## src/rtl/sptt_pkg.sv

```systemverilog
// ----------------------------------------------------------------------------
// sptt_pkg
// Shared types and constants for the sparse triplet transpose block.
// ----------------------------------------------------------------------------
package sptt_pkg;

  localparam int DEF_MAX_ENTRIES = 64;
  localparam int DEF_INDEX_BITS  = 10;
  localparam int CFG_W           = 11;
  localparam int VALUE_W         = 32;
  localparam int CFG_IDX_W       = 1;

  localparam logic [CFG_W-1:0] NUM_ROWS_RST = 11'd1024;
  localparam logic [CFG_W-1:0] NUM_COLS_RST = 11'd1024;

  localparam logic [CFG_IDX_W-1:0] CFG_NUM_ROWS = 1'b0;
  localparam logic [CFG_IDX_W-1:0] CFG_NUM_COLS = 1'b1;

  localparam logic CMD_LOAD = 1'b0;
  localparam logic CMD_RUN  = 1'b1;

  typedef enum logic [1:0] {
    ST_IDLE,
    ST_SCAN,
    ST_FLUSH,
    ST_FINISH
  } sptt_state_t;

  typedef struct packed {
    logic load;
    logic clear;
    logic rd_en;
  } sptt_store_ctl_t;

endpackage

```

## src/rtl/sptt_entry_store.sv

```systemverilog
// ----------------------------------------------------------------------------
// sptt_entry_store
// Triplet store: one write port filled in load order, one registered read
// port, fill count and overflow flag.
// ----------------------------------------------------------------------------
module sptt_entry_store #(
  parameter int MAX_ENTRIES = sptt_pkg::DEF_MAX_ENTRIES,
  parameter int INDEX_BITS  = sptt_pkg::DEF_INDEX_BITS,
  parameter int AW          = $clog2(MAX_ENTRIES),
  parameter int CNTW        = $clog2(MAX_ENTRIES + 1)
) (
  input  logic                            clk,
  input  logic                            rst_n,
  input  sptt_pkg::sptt_store_ctl_t       ctl,
  input  logic [INDEX_BITS-1:0]           wr_row,
  input  logic [INDEX_BITS-1:0]           wr_col,
  input  logic [sptt_pkg::VALUE_W-1:0]    wr_value,
  input  logic [AW-1:0]                   rd_addr,
  output logic [INDEX_BITS-1:0]           rd_row,
  output logic [INDEX_BITS-1:0]           rd_col,
  output logic [sptt_pkg::VALUE_W-1:0]    rd_value,
  output logic [CNTW-1:0]                 count,
  output logic                            overflow
);
  import sptt_pkg::*;

  localparam int WORD_W = 2 * INDEX_BITS + VALUE_W;

  logic [WORD_W-1:0] mem [MAX_ENTRIES];
  logic [WORD_W-1:0] rd_data_r;
  logic [CNTW-1:0]   count_r;
  logic              overflow_r;
  logic              has_room;

  assign has_room = (count_r < CNTW'(MAX_ENTRIES));

  always_ff @(posedge clk) begin
    if (ctl.load && has_room) begin
      mem[count_r[AW-1:0]] <= {wr_row, wr_col, wr_value};
    end
    if (ctl.rd_en) begin
      rd_data_r <= mem[rd_addr];
    end
  end

  always_ff @(posedge clk) begin
    if (!rst_n) begin
      count_r    <= '0;
      overflow_r <= 1'b0;
    end else if (ctl.clear) begin
      count_r    <= '0;
      overflow_r <= 1'b0;
    end else if (ctl.load) begin
      if (has_room) begin
        count_r <= count_r + CNTW'(1);
      end else begin
        overflow_r <= 1'b1;
      end
    end
  end

  assign rd_row   = rd_data_r[WORD_W-1 -: INDEX_BITS];
  assign rd_col   = rd_data_r[VALUE_W +: INDEX_BITS];
  assign rd_value = rd_data_r[VALUE_W-1:0];
  assign count    = count_r;
  assign overflow = overflow_r;

  assert property (@(posedge clk) disable iff (!rst_n)
    count_r <= CNTW'(MAX_ENTRIES))
    else $error("store count beyond capacity");

  assert property (@(posedge clk) disable iff (!rst_n)
    ctl.load && !ctl.clear && !has_room |=> overflow_r)
    else $error("dropped load did not set overflow");

  assert property (@(posedge clk) disable iff (!rst_n)
    ctl.clear |=> count_r == '0 && !overflow_r)
    else $error("clear did not empty the store");

endmodule

```

## src/rtl/sparse_triplet_transpose.sv

```systemverilog
// ----------------------------------------------------------------------------
// sparse_triplet_transpose
// Loads (row, col, value) triplets into a store and, on a run command, emits
// them column by column with row and column swapped.
//
//   channel  handshake          payload
//   in       start / busy       in_command, in_entry_row, in_entry_col,
//                               in_entry_value
//   out      out_valid strobe   out_row, out_col, out_value, out_is_entry,
//                               out_last, out_rows, out_cols,
//                               out_total_entries, out_overflowed
//   cfg      cfg_we             cfg_index, cfg_wdata
//
// A load leaves busy low, so loads may follow every cycle.
// A run reads one stored entry per cycle over every (column, entry) pair,
// through the scan, flush and finish states, or straight to finish when nothing
// is scanned; the final result strobes in the first cycle with busy low.
// The single memory read port sets the scan rate.
// Reset is synchronous; the store needs no clearing pass, only its count and overflow flag.
// Results are one-cycle strobes; the receiver cannot stall.
// ----------------------------------------------------------------------------
module sparse_triplet_transpose #(
  parameter int MAX_ENTRIES = sptt_pkg::DEF_MAX_ENTRIES,
  parameter int INDEX_BITS  = sptt_pkg::DEF_INDEX_BITS,
  parameter int AW          = $clog2(MAX_ENTRIES),
  parameter int CNTW        = $clog2(MAX_ENTRIES + 1)
) (
  input  logic                               clk,
  input  logic                               rst_n,
  input  logic                               start,
  output logic                               busy,
  input  logic                               in_command,
  input  logic [INDEX_BITS-1:0]              in_entry_row,
  input  logic [INDEX_BITS-1:0]              in_entry_col,
  input  logic signed [sptt_pkg::VALUE_W-1:0] in_entry_value,
  input  logic                               cfg_we,
  input  logic [sptt_pkg::CFG_IDX_W-1:0]     cfg_index,
  input  logic [sptt_pkg::CFG_W-1:0]         cfg_wdata,
  output logic                               out_valid,
  output logic [INDEX_BITS-1:0]              out_row,
  output logic [INDEX_BITS-1:0]              out_col,
  output logic signed [sptt_pkg::VALUE_W-1:0] out_value,
  output logic                               out_is_entry,
  output logic                               out_last,
  output logic [sptt_pkg::CFG_W-1:0]         out_rows,
  output logic [sptt_pkg::CFG_W-1:0]         out_cols,
  output logic [CNTW-1:0]                    out_total_entries,
  output logic                               out_overflowed
);
  import sptt_pkg::*;

  localparam int LW = (CFG_W > INDEX_BITS) ? CFG_W : INDEX_BITS;
  localparam logic [LW-1:0] COL_CAP = LW'((64'd1 << INDEX_BITS) - 64'd1);

  sptt_state_t state_r, state_nxt;

  logic [CFG_W-1:0]      num_rows_r;
  logic [CFG_W-1:0]      num_cols_r;
  logic [INDEX_BITS-1:0] col_r, col_nxt;
  logic [AW-1:0]         idx_r, idx_nxt;
  logic                  rd_vld_r;
  logic [INDEX_BITS-1:0] rd_tag_r;
  logic                  pend_vld_r;
  logic [INDEX_BITS-1:0] pend_row_r;
  logic [INDEX_BITS-1:0] pend_col_r;
  logic [VALUE_W-1:0]    pend_val_r;

  logic                  out_valid_r;
  logic [INDEX_BITS-1:0] out_row_r;
  logic [INDEX_BITS-1:0] out_col_r;
  logic [VALUE_W-1:0]    out_val_r;
  logic                  out_is_entry_r;
  logic                  out_last_r;
  logic [CFG_W-1:0]      out_rows_r;
  logic [CFG_W-1:0]      out_cols_r;
  logic [CNTW-1:0]       out_total_r;
  logic                  out_ovf_r;

  sptt_store_ctl_t       store_ctl;
  logic [INDEX_BITS-1:0] rd_row;
  logic [INDEX_BITS-1:0] rd_col;
  logic [VALUE_W-1:0]    rd_value;
  logic [CNTW-1:0]       count;
  logic                  overflow;

  logic                  accept;
  logic                  run_go;
  logic                  nothing_to_scan;
  logic [LW-1:0]         ncols_m1;
  logic [INDEX_BITS-1:0] last_col;
  logic [CNTW-1:0]       count_m1;
  logic [AW-1:0]         last_idx;
  logic                  issue;
  logic                  finish;
  logic                  match;

  assign busy   = (state_r != ST_IDLE);
  assign accept = start && !busy;
  assign run_go = accept && (in_command == CMD_RUN);

  assign ncols_m1        = LW'(num_cols_r) - LW'(1);
  assign last_col        = (ncols_m1 > COL_CAP) ? COL_CAP[INDEX_BITS-1:0]
                                                : ncols_m1[INDEX_BITS-1:0];
  assign count_m1        = count - CNTW'(1);
  assign last_idx        = count_m1[AW-1:0];
  assign nothing_to_scan = (count == '0) || (num_cols_r == '0);
  assign match           = rd_vld_r && (rd_col == rd_tag_r);

  // configuration
  always_ff @(posedge clk) begin
    if (!rst_n) begin
      num_rows_r <= NUM_ROWS_RST;
      num_cols_r <= NUM_COLS_RST;
    end else if (cfg_we) begin
      case (cfg_index)
        CFG_NUM_ROWS: num_rows_r <= cfg_wdata;
        CFG_NUM_COLS: num_cols_r <= cfg_wdata;
        default: ;
      endcase
    end
  end

  // next state
  always_comb begin
    state_nxt = state_r;
    case (state_r)
      ST_IDLE: begin
        if (run_go) begin
          state_nxt = nothing_to_scan ? ST_FINISH : ST_SCAN;
        end
      end
      ST_SCAN: begin
        if ((idx_r == last_idx) && (col_r == last_col)) begin
          state_nxt = ST_FLUSH;
        end
      end
      ST_FLUSH:  state_nxt = ST_FINISH;
      ST_FINISH: state_nxt = ST_IDLE;
      default:   state_nxt = ST_IDLE;
    endcase
  end

  // sequencer outputs
  always_comb begin
    issue   = 1'b0;
    finish  = 1'b0;
    col_nxt = col_r;
    idx_nxt = idx_r;
    case (state_r)
      ST_SCAN: begin
        issue = 1'b1;
        if (idx_r == last_idx) begin
          idx_nxt = '0;
          if (col_r != last_col) begin
            col_nxt = col_r + INDEX_BITS'(1);
          end
        end else begin
          idx_nxt = idx_r + AW'(1);
        end
      end
      ST_FINISH: begin
        finish  = 1'b1;
        col_nxt = '0;
        idx_nxt = '0;
      end
      default: ;
    endcase
    store_ctl.load  = accept && (in_command == CMD_LOAD);
    store_ctl.clear = finish;
    store_ctl.rd_en = issue;
  end

  sptt_entry_store #(
    .MAX_ENTRIES (MAX_ENTRIES),
    .INDEX_BITS  (INDEX_BITS),
    .AW          (AW),
    .CNTW        (CNTW)
  ) u_store (
    .clk      (clk),
    .rst_n    (rst_n),
    .ctl      (store_ctl),
    .wr_row   (in_entry_row),
    .wr_col   (in_entry_col),
    .wr_value (in_entry_value),
    .rd_addr  (idx_r),
    .rd_row   (rd_row),
    .rd_col   (rd_col),
    .rd_value (rd_value),
    .count    (count),
    .overflow (overflow)
  );

  always_ff @(posedge clk) begin
    if (!rst_n) begin
      state_r    <= ST_IDLE;
      col_r      <= '0;
      idx_r      <= '0;
      rd_vld_r   <= 1'b0;
      pend_vld_r <= 1'b0;
    end else begin
      state_r  <= state_nxt;
      col_r    <= col_nxt;
      idx_r    <= idx_nxt;
      rd_vld_r <= issue;
      if (finish) begin
        pend_vld_r <= 1'b0;
      end else if (match) begin
        pend_vld_r <= 1'b1;
      end
    end
  end

  always_ff @(posedge clk) begin
    if (issue) begin
      rd_tag_r <= col_r;
    end
    if (match) begin
      pend_row_r <= rd_col;
      pend_col_r <= rd_row;
      pend_val_r <= rd_value;
    end
  end

  // result register: a held match goes out at the next match or at finish
  always_ff @(posedge clk) begin
    if (!rst_n) begin
      out_valid_r <= 1'b0;
    end else begin
      out_valid_r <= (match && pend_vld_r) || finish;
    end
  end

  always_ff @(posedge clk) begin
    if ((match && pend_vld_r) || finish) begin
      out_is_entry_r <= pend_vld_r;
      out_last_r     <= finish;
      out_rows_r     <= num_cols_r;
      out_cols_r     <= num_rows_r;
      out_total_r    <= count;
      out_ovf_r      <= overflow;
      if (pend_vld_r) begin
        out_row_r <= pend_row_r;
        out_col_r <= pend_col_r;
        out_val_r <= pend_val_r;
      end else begin
        out_row_r <= '0;
        out_col_r <= '0;
        out_val_r <= '0;
      end
    end
  end

  assign out_valid         = out_valid_r;
  assign out_row           = out_row_r;
  assign out_col           = out_col_r;
  assign out_value         = out_val_r;
  assign out_is_entry      = out_is_entry_r;
  assign out_last          = out_last_r;
  assign out_rows          = out_rows_r;
  assign out_cols          = out_cols_r;
  assign out_total_entries = out_total_r;
  assign out_overflowed    = out_ovf_r;

  assert property (@(posedge clk) disable iff (!rst_n)
    state_r == ST_FINISH |=> out_valid_r && out_last_r)
    else $error("run ended without a final result");

  assert property (@(posedge clk) disable iff (!rst_n)
    out_valid_r && out_last_r |-> state_r == ST_IDLE)
    else $error("final result while still busy");

  assert property (@(posedge clk) disable iff (!rst_n)
    out_valid_r && !out_is_entry_r |-> out_last_r)
    else $error("end marker not flagged last");

  assert property (@(posedge clk) disable iff (!rst_n)
    state_r == ST_SCAN |-> count != '0)
    else $error("scan over an empty store");

endmodule

```

## config.mk

```make
export PLATFORM = sky130hd
export DESIGN_NAME = sparse_triplet_transpose
export DESIGN_NICKNAME = d
export VERILOG_FILES = /design/src/rtl/sptt_pkg.sv /design/src/rtl/sptt_entry_store.sv /design/src/rtl/sparse_triplet_transpose.sv
export SDC_FILE = /design/constraint.sdc
export NUM_CORES = 2
export LEC_CHECK = 0
export BUFFER_PORTS_ARGS = -buffer_cell sky130_fd_sc_hd__buf_4
export CORE_MARGIN = 10
export CORE_UTILIZATION = 49
export CTS_BUF_LIST = sky130_fd_sc_hd__clkbuf_8 sky130_fd_sc_hd__clkbuf_16
export DETAILED_ROUTE_END_ITERATION = 10
export PLACE_DENSITY = 0.63
export SLEW_MARGIN = 30
export SYNTH_ARGS = -nofsm -noshare
export SYNTH_HDL_FRONTEND = slang
export SYNTH_HIERARCHICAL = 1
export SYNTH_SLANG_ARGS = --single-unit
```

## constraint.sdc

```tcl
create_clock -name clk -period 10.4 [get_ports clk]
set_input_delay 1.04 -clock clk [delete_from_list [all_inputs] [get_ports clk]]
set_output_delay 1.04 -clock clk [all_outputs]
set_load 0.01 [all_outputs]
```

# [Word level (Yosys, flattened, before mapping)]
# Memory sizes are Yosys's and may differ from the RTL's. A register that Yosys moved wholly into a read port is not among the register bits.
# Index checks and enable logic that the tools add are counted.
[word_totals] ramBits=3328 out_inout_bits=86 memories=1 latch_bits=0 rom_bits=0 ff_bits=197
[classes] n_reduce_logical=22 mul=0 n_addsub=5 shift=0 n_bitwise=4 n_lt_le_gt_ge=2 n_div=0 muxes=14 n_eq_ne=11
[mem_list] name="u_store.mem" words=64 width=52 rd=1 rd_ports_with_merged_regs=1 wr=1 line="sptt_entry_store.sv:29" source="logic [WORD_W-1:0] mem [MAX_ENTRIES];"
[ops] cell="$mux W10" n=3
[ops] cell="$eq A10 B10 Y1" n=2
[ops] cell="$pmux W10 S2" n=1
[ops] cell="$pmux W6 S2" n=1
[ops] cell="$gt A11 B10 Y1 const B" n=1
[ops] cell="$logic_not A11 Y1" n=1
[ops] cell="$sub A11 B1 Y11 const B" n=1
[ops] cell="$add A10 B1 Y10 const B" n=1
[ops] cell="$ne A10 B10 Y1" n=1
[ops] cell="$reduce_and A2 Y1" n=5
[ops] cell="$ne A2 B2 Y1 const B" n=4
[ops] cell="$pmux W2 S4" n=1
[ops] cell="$add A7 B1 Y7 const B" n=1
[ops] cell="$logic_and A1 B1 Y1" n=7
[ops] cell="$logic_not A7 Y1" n=1
[ops] cell="$lt A7 B7 Y1 const B" n=1
[ops] cell="$add A6 B1 Y6 const B" n=1
[ops] cell="$eq A6 B6 Y1" n=1
[ops] cell="$mux W2" n=3
[ops] cell="$mux W6" n=1
[ops] cell="$sub A6 B1 Y6 const B" n=1
[ops] cell="$eq A2 B2 Y1 const B" n=2
[ops] cell="$mux W1" n=4
[ops] cell="$not A1 Y1" n=4
[ops] cell="7 further kinds" n=9

# [Depth between registers and ports, before layout]
[depth] word_depth=7 depth_mapped=14 ltp_nobuf=10

# [Cells and area by module]
# Netlist, hierarchy kept.
[by_module_without_submodules] module="sptt_entry_store" cells_per_inst=5741 seq_area_each_um2=101657.5 n_inst=1 area_each_um2=128612.1
[by_module_without_submodules] module="sparse_triplet_transpose" cells_per_inst=588 seq_area_each_um2=5245.0 n_inst=1 area_each_um2=7677.4

# [Worst setup path before layout]
# No wires, ideal clock.
[synth_path] kind="flip-flop to flip-flop" start="reg u_store.rd_data_r[35], read port of u_store.mem" end="reg out_col_r[0], in the netlist out_col[0], enable pin" period_less_slack_ps=6816 t_arrival_ps=6374 setup_time_ps=441 path_slack_ps=3584 stages_incl_launch_ff=5 path_cell_list="edfxtp_1 -> xnor2_1 -> nand4_1 -> nor3_1 -> a21o_1"
[synth_via] elab_chain_cells=4
[synth_rtl] element="from (decl)" line="sptt_entry_store.sv:30" source="logic [WORD_W-1:0] rd_data_r;"
[synth_rtl] element="$eq A10 B10 Y1" line="sparse_triplet_transpose.sv:107" source="assign match = rd_vld_r && (rd_col == rd_tag_r);"
[synth_rtl] element="$logic_and A1 B1 Y1" line="sparse_triplet_transpose.sv:107"
[synth_rtl] element="net match" line="sparse_triplet_transpose.sv:95" source="logic match;"
[synth_rtl] element="$logic_and A1 B1 Y1" line="sparse_triplet_transpose.sv:234" source="if ((match && pend_vld_r) || finish) begin"
[synth_rtl] element="$logic_or A1 B1 Y1" line="sparse_triplet_transpose.sv:234"
[synth_rtl] element="to (signal assigned)" line="sparse_triplet_transpose.sv:243" source="out_col_r <= pend_col_r;"
[synth_rtl] element="to (decl)" line="sparse_triplet_transpose.sv:70" source="logic [INDEX_BITS-1:0] out_col_r;"
# The timed path passes the listed nets, and every way through them passes these cells.
# A chain may end at the register's enable or synchronous reset.

==> results.tsv <==
metric	value	unit
status	finished clean	
path_max_fanout	38	
ir_worst_vdd	0.198	mV
grt_usage	23.5	%
die_h	547	um
grt_overflow	0	
min_from	cfg_wdata[10]	
ys_async_sr_fraction	0	%
final_max_slew_viol_count	0	
fin_skew	0.0425	ns
clock_latency	0.91	ns
cts_buffers	361	
htreeDepth	5	
synth_top_area_share	77.7	%
postCtsSetupBuffers	0	
synthToLayoutAreaGrowth	13.0	%
hold_path_depth	3	
worstRegToRegCells	9	
grt_pass1_wl	511	mm
yosys.area.top_type	edfxtp_1	
timing.fmax	214	MHz
critical_path.startpoint_type	flip-flop	
p_comb_share	11.1	%
mappedNetlistArea	136000	um2
synth-edff-count	3526	
die_x	547	um
drt_pass1_iterations	6	
timing.rr.end	u_store/mem[19][38]$_DFFE_PP_	
die_area	300000	um2
p_int	25.1	mW
timing.max_cap.violations	0	
netlist_instances	6329	
p_seq_share	49.9	%
drt_iter0_markers	7982	
total_power	32.5	mW
avgSynthCellArea	21.5	um2
worstPathArrival	5.18	ns
nNetsFinal	6747	
wl_per_cell	33.8	um
r2r_slack	5.73	ns
clock-sinks	3577	
crit_chain	inv_1 > ha_1 > nand2_1 > nor2_1 > nor2b_1 > nor2b_1 > nand3_1 > nor2_4 > buf_4	
drt_wl_total	361	mm
grt_max_degree	102	
synthTopCellsByCount	edfxtp_1 (3526), mux4_2 (686), mux2i_1 (251)	
postCtsHoldBufs	0	
path_common_cell	nor2b_1	
num_vias	67700	
critPathCaptureType	flip-flop	
period_share	44.9	%
drc	0	
synthXorXnorAreaFrac	0.199	%
cp_top_family	simple AND/OR/NAND/NOR gates	
gp_congestion	0.814	
power.density	211	nW/um2
relSlewSlack	29.3	%
hold_end	num_rows_r[10]$_SDFFE_PN1P_	
rows	193	
yosys-top-cells-area	edfxtp_1 (78%), mux4_2 (11%), mux2i_1 (1.8%)	
crit_required	10.91	ns
ys_seq_area_share	78.4	%
syn-num-nets	6410	
switchingPower	7.47	mW
clock_path_buffers	4	
synth_compound_area_share	3.57	%
p_clk_share	39.0	%
p_leak	46.8	nW
synthAdderAreaFrac	0.110	%
hpwl	203	mm
dominantRegCellSynth	edfxtp_1	
p_sw_share	23.0	%
core_area	277000	um2
yosys_register_bits	3577	
antenna_found_initial	13	
crit_type	reg -> reg	
synth.yosys.warnings	6	
hold_violations	0	
cts_tree	done	
synth.most_common_cell	edfxtp_1	
clockRootBuffer	clkbuf_16	
cpPeakStageDelay	0.77	ns
finalSetupTns	0	ns
detail-route-antenna-nets	0	
drive_gt1_share	24.8	%
finalCriticalPeriod	4.67	ns
setup_viol_count_final	0	
worst_r2r_startpoint	state_r[0]$_SDFFE_PN0P_	
synth_top_family_by_area	multiplexers	
cp_num_buf_inv	2	
postCtsResizedCells	0	
io_pins	155	
worst_pin_slew	1.06	ns
synthMuxAreaShare	14.0	%
first_global_vias	67600	
grt_setup_unrepaired	no	
yosys.area_share.simple	2.21	%
hold_class	in -> reg	
io_buffers	154	
clkTransAtPathRegs	0.06	ns
viasPerCell	6.35	
synth_cell_types	75	
start_util	49.2	%
cp_slowest_cell	nor2_4	
-- state kept, by name, summed over array words and instances (netlist names), 11 cells and up --
register	flops
out_rows	11
u_store/rd_data_r	52
num_rows_r	11
num_cols_r	11
out_cols	11
out_value	32
pend_val_r	32
u_store/mem	3328
-- through the flow --
| step | hold slack [ns] | cell area, um2 | instances | util [%] | setup WS [ns] |
|---|---|---|---|---|---|
| floorplan | 0.400 | 136000 | 6329 | - | 3.58 |
| global placement | 0.407 | 142000 | 9994 | 51.3 | 5.22 |
| detailed placement | 0.406 | 142000 | 10000 | 51.4 | 5.48 |
| CTS | 0.347 | 154000 | 10600 | 55.6 | 5.78 |
| global route | 0.397 | 154000 | 10700 | 55.6 | 5.65 |
| finish | 0.397 | 154000 | 10700 | 55.7 | 5.73 |
-- placed cells by master, fill, tap and decap left out, types with 98 or more instances in the layout --
| cell type | netlist | routed |
|---|---|---|
| a21oi_1 | 116 | 116 |
| buf_4 | 43 | 306 |
| nand2_1 | 138 | 134 |
| inv_1 | 19 | 98 |
| a22oi_1 | 185 | 185 |
| o22ai_1 | 128 | 128 |
| nand3_1 | 121 | 120 |
| clkbuf_16 | 0 | 372 |
| edfxtp_1 | 3526 | 3526 |
| mux4_2 | 686 | 686 |
| mux2i_1 | 251 | 251 |
-- power groups by stage --
stage | clock network (mW) | registers [mW] | logic, mW
after global routing | 13.5 | 16.2 | 3.87
after detailed placement | 0 | 16.5 | 3.64
after CTS | 12.9 | 16.2 | 3.65
after floorplan | 0 | 16.4 | 2.67
after global placement | 0 | 16.5 | 3.61
final | 12.7 | 16.2 | 3.61
-- worst reg2reg max path, delay by kind of cell (launching register included) --
family / cells / cell delay [ns]
fa+ha+maj: 1 / 0.24
buf+inv: 2 / 0.87
flops: 1 / 0.36
simple gates: 6 / 2.66
-- logic make-up after synthesis --
group,count (synthesis)
flip-flops,3577
multiplexers,1033
AO/OA/AOI/OAI,677
AND/OR/NAND/NOR,617
buffers and inverters,382
XOR/XNOR,31
adder cells (fa/ha/maj),12
-- cell type report --
cell class / count / area, um2
antenna: 8 / 20.0
clock buffer: 374 / 9340
timing repair buffer: 337 / 2900
clock inverter: 271 / 2180
inverter: 19 / 73.8
tap: 3705 / 4640
sequential: 3577 / 107000
fill: 20600 / 123000
multi-input combinational: 2370 / 27900
-- how the worst max path moves through the flow --
| stage | from | to | slack [ns] | cells after the start |
|---|---|---|---|---|
| after floorplan | u_store/rd_data_r[35]$_DFFE_PP_ | out_col[0]$_SDFFCE_PN0P_ | 3.58 | 4 |
| after global placement | start | u_store/mem[47][50]$_DFFE_PP_ | 5.22 | 8 |
| after detailed placement | start | u_store/mem[51][49]$_DFFE_PP_ | 5.48 | 9 |
| after CTS | state_r[0]$_SDFFE_PN0P_ | u_store/mem[51][19]$_DFFE_PP_ | 5.78 | 10 |
| after global routing | state_r[1]$_SDFFE_PN0P_ | u_store/mem[19][2]$_DFFE_PP_ | 5.65 | 9 |
| final | state_r[0]$_SDFFE_PN0P_ | u_store/mem[19][38]$_DFFE_PP_ | 5.73 | 9 |
-- metal layers --
layer	global-route usage, %	routed length (um)	up-vias
met5	0	203	-
met4	7.29	11500	4
met2	37.1	171000	3342
met1	33.3	142000	36500
met3	5.08	35500	548
li1	-	-	27300
Power figures use the tool's default switching activity.
